## config.mk

```make
export PLATFORM = sky130hd
export DESIGN_NAME = sit_setup
export DESIGN_NICKNAME = d
export VERILOG_FILES = /design/src/hdl/sit_pkg.sv /design/src/hdl/sit_setup.sv
export SDC_FILE = /design/constraint.sdc
export NUM_CORES = 1
export LEC_CHECK = 0
export BUFFER_PORTS_ARGS = -buffer_cell sky130_fd_sc_hd__buf_2
export CAP_MARGIN = 20
export CORE_MARGIN = 2
export CORE_UTILIZATION = 45
export DETAILED_ROUTE_END_ITERATION = 8
export GPL_TIMING_DRIVEN = 0
export PLACE_DENSITY = 0.75
export SYNTH_ARGS = -nofsm -noshare
export SYNTH_HDL_FRONTEND = slang
export SYNTH_SLANG_ARGS = --single-unit
```

## constraint.sdc

```tcl
create_clock -name clk -period 14.45 [get_ports clk]
set_clock_uncertainty 0.05 [all_clocks]
set_input_delay 0.7225 -clock clk [delete_from_list [all_inputs] [get_ports clk]]
set_output_delay 0.7225 -clock clk [all_outputs]
set_load 0.02 [all_outputs]
```

## src/hdl/sit_pkg.sv

```systemverilog
package sit_pkg;

	// Default coordinate width of the input fields.
	localparam int COORD_BITS_DEF = 16;

	// Products formed per item, and the cross terms made from pairs of them.
	localparam int NUM_PROD  = 8;
	localparam int NUM_CROSS = NUM_PROD / 2;

	// Which rule decides the item.
	typedef enum logic [1:0] {
		KIND_NONE,
		KIND_VERT,
		KIND_LINE
	} kind_t;

	typedef struct packed {
		kind_t kind;
		logic  in_range;
		logic  overlap;
	} flags_t;

endpackage

```

## src/hdl/sit_setup.sv

```systemverilog
module sit_setup import sit_pkg::*; #(
	parameter int COORD_BITS = COORD_BITS_DEF
) (
	input  logic                         clk,
	input  logic                         en_s1,
	input  logic                         en_s2,
	input  logic signed [COORD_BITS-1:0] a_start_x,
	input  logic signed [COORD_BITS-1:0] a_start_y,
	input  logic signed [COORD_BITS-1:0] a_end_x,
	input  logic signed [COORD_BITS-1:0] a_end_y,
	input  logic signed [COORD_BITS-1:0] b_start_x,
	input  logic signed [COORD_BITS-1:0] b_start_y,
	input  logic signed [COORD_BITS-1:0] b_end_x,
	input  logic signed [COORD_BITS-1:0] b_end_y,
	output logic signed [COORD_BITS:0]   opa_s2 [NUM_PROD],
	output logic signed [COORD_BITS:0]   opb_s2 [NUM_PROD],
	output flags_t                       flags_s2
);

	localparam int CW = COORD_BITS;
	localparam int DW = COORD_BITS + 1;

	// Stage 1: classify, exchange axes for two vertical segments, pick the vertical one.
	logic  a_point, b_point, a_vert, b_vert, swap_xy;
	kind_t kind;

	logic signed [CW-1:0] gax1_s1, gay1_s1, gax2_s1, gay2_s1;
	logic signed [CW-1:0] gbx1_s1, gby1_s1, gbx2_s1, gby2_s1;
	logic signed [CW-1:0] vx_s1, vy1_s1, vy2_s1, px1_s1, py1_s1, px2_s1, py2_s1;
	kind_t                kind_s1;

	always_comb begin
		a_point = (a_start_x == a_end_x) && (a_start_y == a_end_y);
		b_point = (b_start_x == b_end_x) && (b_start_y == b_end_y);
		a_vert  = (a_start_x == a_end_x);
		b_vert  = (b_start_x == b_end_x);
		swap_xy = a_vert && b_vert;
		priority if (a_point || b_point) begin
			kind = KIND_NONE;
		end else if (a_vert != b_vert) begin
			kind = KIND_VERT;
		end else begin
			kind = KIND_LINE;
		end
	end

	always_ff @(posedge clk) begin
		if (en_s1) begin
			gax1_s1 <= swap_xy ? a_start_y : a_start_x;
			gay1_s1 <= swap_xy ? a_start_x : a_start_y;
			gax2_s1 <= swap_xy ? a_end_y   : a_end_x;
			gay2_s1 <= swap_xy ? a_end_x   : a_end_y;
			gbx1_s1 <= swap_xy ? b_start_y : b_start_x;
			gby1_s1 <= swap_xy ? b_start_x : b_start_y;
			gbx2_s1 <= swap_xy ? b_end_y   : b_end_x;
			gby2_s1 <= swap_xy ? b_end_x   : b_end_y;
			vx_s1   <= a_vert ? a_start_x : b_start_x;
			vy1_s1  <= a_vert ? a_start_y : b_start_y;
			vy2_s1  <= a_vert ? a_end_y   : b_end_y;
			px1_s1  <= a_vert ? b_start_x : a_start_x;
			py1_s1  <= a_vert ? b_start_y : a_start_y;
			px2_s1  <= a_vert ? b_end_x   : a_end_x;
			py2_s1  <= a_vert ? b_end_y   : a_end_y;
			kind_s1 <= kind;
		end
	end

	// Stage 2: differences, ordering and range tests, then the multiplier operands.
	logic signed [DW-1:0] d1x, d1y, d2x, d2y, wx, wy;
	logic signed [CW-1:0] qx1, qy1, qx2, qy2, vlo, vhi;
	logic signed [CW-1:0] alo, ahi, blo, bhi;
	logic signed [DW-1:0] dx, dy, nvx, plo, phi;
	logic                 swap_p, in_range, overlap;

	always_comb begin
		d1x = DW'(gax2_s1) - DW'(gax1_s1);
		d1y = DW'(gay2_s1) - DW'(gay1_s1);
		d2x = DW'(gbx2_s1) - DW'(gbx1_s1);
		d2y = DW'(gby2_s1) - DW'(gby1_s1);
		wx  = DW'(gbx1_s1) - DW'(gax1_s1);
		wy  = DW'(gby1_s1) - DW'(gay1_s1);

		// The other segment is walked from its lower x end.
		swap_p   = px1_s1 > px2_s1;
		qx1      = swap_p ? px2_s1 : px1_s1;
		qy1      = swap_p ? py2_s1 : py1_s1;
		qx2      = swap_p ? px1_s1 : px2_s1;
		qy2      = swap_p ? py1_s1 : py2_s1;
		vlo      = (vy1_s1 < vy2_s1) ? vy1_s1 : vy2_s1;
		vhi      = (vy1_s1 < vy2_s1) ? vy2_s1 : vy1_s1;
		in_range = (qx1 <= vx_s1) && (vx_s1 <= qx2);
		dx       = DW'(qx2) - DW'(qx1);
		dy       = DW'(qy2) - DW'(qy1);
		nvx      = DW'(qx1) - DW'(vx_s1);
		plo      = DW'(qy1) - DW'(vlo);
		phi      = DW'(qy1) - DW'(vhi);

		alo     = (gax1_s1 < gax2_s1) ? gax1_s1 : gax2_s1;
		ahi     = (gax1_s1 < gax2_s1) ? gax2_s1 : gax1_s1;
		blo     = (gbx1_s1 < gbx2_s1) ? gbx1_s1 : gbx2_s1;
		bhi     = (gbx1_s1 < gbx2_s1) ? gbx2_s1 : gbx1_s1;
		overlap = (alo < blo) ? (blo < ahi) : (alo < bhi);
	end

	always_ff @(posedge clk) begin
		if (en_s2) begin
			if (kind_s1 == KIND_VERT) begin
				// Both bounds as (y1 - bound) * dx + dy * (vx - x1).
				opa_s2[0] <= plo; opb_s2[0] <= dx;
				opa_s2[1] <= dy;  opb_s2[1] <= nvx;
				opa_s2[2] <= phi; opb_s2[2] <= dx;
				opa_s2[3] <= dy;  opb_s2[3] <= nvx;
				for (int i = 4; i < NUM_PROD; i++) begin
					opa_s2[i] <= '0;
					opb_s2[i] <= '0;
				end
			end else begin
				opa_s2[0] <= d1x; opb_s2[0] <= d2y;
				opa_s2[1] <= d1y; opb_s2[1] <= d2x;
				opa_s2[2] <= d1x; opb_s2[2] <= wy;
				opa_s2[3] <= d1y; opb_s2[3] <= wx;
				opa_s2[4] <= wx;  opb_s2[4] <= d2y;
				opa_s2[5] <= wy;  opb_s2[5] <= d2x;
				opa_s2[6] <= wx;  opb_s2[6] <= d1y;
				opa_s2[7] <= wy;  opb_s2[7] <= d1x;
			end
			flags_s2.kind     <= kind_s1;
			flags_s2.in_range <= in_range;
			flags_s2.overlap  <= overlap;
		end
	end

endmodule

```

==> flow_metrics.tcl <==
set metrics [dict create \
    seq_area_frac_synth_pct 44.5 \
    drv_slew 0 \
    viasPerCell 5.90 \
    grt-ovfl-total 0 \
    path_max_fanout 10 \
    synth_seq_cells 467 \
    final_min_period_over_clock_period_pct 59.0 \
    setup_violations 0 \
    drive_gt1_share_pct 24.5 \
    synth-edff-count 467 \
    hold_buffers 0 \
    cts_max_level 2 \
    final_nets 3796 \
    grt.total_usage_pct 32.4 \
    gp_congestion 1.02 \
    finish.utilization_pct 53.2 \
    syn-cell-area_um2 31500 \
    io_pins 407 \
    critPathKind "flop to flop" \
    synth.distinct_cells 82 \
    clkLatencyLatePin_ps 680 \
    power.leakage_nw 15.5 \
    rsz0062_at_grt "no" \
    layout_min_cycle_time_ps 8530 \
    largest_register_ff_count 136 \
    post_cts_resized 0 \
    fmax_mhz 117 \
    rr_startpoint "px2_s1[8]" \
    power_density_nw_per_um2 139 \
    clk_pin_slew_ps 60 \
    ant_nets 0 \
    drtIter0Drc 3098 \
    core-area_um2 68900 \
    ir_drop_mv 0.0859 \
    total_power_mw 5.10 \
    largest_register "opb_s2" \
    reg_top3 "opb_s2 (136), opa_s2 (85)" \
    rows 96 \
    critPathLaunch "px2_s1[8]" \
    drc 0 \
    start_util_pct 45.7 \
    route.detailed.wl_per_inst_um 27.2 \
    fin_tns_setup_ps 0 \
    ys_warn_count 0 \
    die_x_um 269 \
    grt_pass1_vias 24100 \
    worstSetupEndpointType "flop" \
    portBuffers 406 \
    grt_first_pass_wirelength_mm 165 \
    vias 26000 \
    antenna_found_initial 14 \
    cts_tree "yes" \
    maxCapViolCount 0 \
    arrival_ps 8910 \
    clock_sinks 467 \
    numCtsBuffers 52 \
    drt-pass1-iter-count 8 \
    tightest_slew_ps 1260 \
    slew_headroom_pct 16.3 \
    chipHeight_um 269 \
    cts_max_path_buffers 3 \
    synth_flop_cell "edfxtp_1" \
    cts_root_buf "clkbuf_16" \
    synth.avg_cell_area_um2 10.7 \
    die_area_um2 72100 \
    required_ps 14830 \
    worst_setup_path_start_kind "flop" \
    hold_start "b_end_x[3]" \
    wl_mm 119 \
    area_delta_synth_final_pct 16.6 \
    hold_class "primary input to flop" \
    async_reset_ff_share_pct 0 \
    dp_hpwl_mm 95.5 \
    grt_max_degree 123 \
    syn-instance-count 2944 \
    synth_nets 3326 \
    hold_viol 0 \
    postCtsSetupBuffers 0 \
    status "complete, no violations" \
]
==> report_power, final <==
group          switching (mW)  total, mW  internal [mW]
logic                    1.21       1.91          0.699
registers              0.0987       1.82           1.72
clock network           0.595       1.37          0.779
==> cell type report <==
class                           count  area [um^2]
Fill cell                        6224        32200
Multi-Input combinational cell   2106        15900
Sequential cell                   467        14000
Timing Repair Buffer              416         2250
Clock buffer                       57         1320
Tap cell                          931         1160
Inverter                          228          856
Buffer                            143          749
Clock inverter                     40          454
Antenna cell                        9         22.5
==> path summary, 6_finish.rpt <==
| path | depth (start not counted) | slack (ps) | to |
|---|---|---|---|
| worst max-delay path | 25 | 5920 | flags_s2[1] |
| worst max register to register | 25 | 5920 | flags_s2[1] |
| worst min register to register | 0 | 510 | flags_s2[2] |
| worst min-delay path | 2 | 390 | gbx2_s1[3] |
==> stage by stage <==
step / hold slack, ps / setup slack (ps) / instances / area, um^2
floorplan: 391 / 8550 / 2944 / 31500
global placement: 507 / 6300 / 4281 / 34700
detailed placement: 497 / 6260 / 4289 / 34900
CTS: 382 / 6140 / 4386 / 36700
global route: 397 / 5430 / 4393 / 36700
finish: 393 / 5920 / 4397 / 36700
==> cells in the mapped netlist, types with 8 or more instances <==
cell	number	share of area, %
edfxtp_1	467	45
mux2_2	261	9.3
ha_1	242	9.6
inv_1	228	2.7
nor2_1	215	2.6
nand2_1	198	2.4
o21ai_0	170	2.7
a21oi_1	152	2.4
xnor2_1	139	3.9
a21o_1	77	1.8
clkbuf_1	68	0.81
nor2b_1	67	1.3
mux2i_1	61	1.9
buf_4	54	1.3
xor2_1	49	1.4
nand2b_1	47	0.93
nand4_1	45	0.89
nor3_1	37	0.59
nand3_1	29	0.46
o21bai_1	27	0.64
a21boi_0	24	0.57
and2_1	22	0.44
a31oi_1	21	0.42
o21a_1	18	0.43
maj3_1	16	0.51
or3_1	16	0.32
and3_1	14	0.28
o211ai_1	14	0.33
buf_1	13	0.15
a211oi_1	10	0.24
or2_2	10	0.20
fa_1	9	0.57
nor4_1	9	0.18
o31ai_1	9	0.21
buf_2	8	0.13
==> metal layers <==
metal  global-route usage [%]  part of all wire [%]
met5                        0                 0.071
met4                     15.0                   5.7
met3                     8.64                    12
met2                     50.0                    44
met1                     42.4                    39
==> placed cells by master (no fill, tap or decap), types with 12 or more instances in the layout <==
cell       Yosys  routed
mux2_2       261     261
a31oi_1       21      21
o211ai_1      14      14
and3_1        14      14
buf_1         13      13
nor2_1       215     215
ha_1         242     242
clkinv_2       0      12
edfxtp_1     467     467
nor2b_1       67      67
nand4_1       45      45
nand3_1       29      29
a21boi_0      24      24
inv_1        228     228
clkbuf_16      0      52
or3_1         16      16
a21o_1        77      77
and2_1        22      22
buf_2          8     413
maj3_1        16      16
nor3_1        37      37
a21oi_1      152     152
buf_4         54      54
o21ai_0      170     170
xor2_1        49      49
o21a_1        18      18
o21bai_1      27      27
nand2_1      198     198
mux2i_1       61      61
clkbuf_1      68      73
nand2b_1      47      47
xnor2_1      139     139
==> cells by family after synthesis <==
logic type	Yosys count	share of synthesized area (%)
xor+xnor	188	5.23
flops	467	44.5
fa+ha+maj	267	10.7
simple gates	730	11.1
mux	322	11.3
compound gates	599	12.1
buf+inv	371	5.10
==> worst max-delay path, stage by stage, from the launching register on <==
cell	delay, ps
edfxtp_1	430
inv_1	130
ha_1	290
buf_2	170
nand4_1	260
nor2_1	230
nand4_1	230
and2_1	340
a21oi_2	590
buf_2	390
buf_2	360
clkbuf_1	540
clkbuf_1	570
o21ai_0	380
ha_1	400
nor2b_1	140
o21ai_0	190
a21boi_0	130
o21ai_0	210
a21boi_0	140
o21ai_0	220
a21oi_1	130
o41ai_1	630
o2111ai_1	260
or4b_2	650
a31oi_1	190
Power figures use the tool's default switching activity.
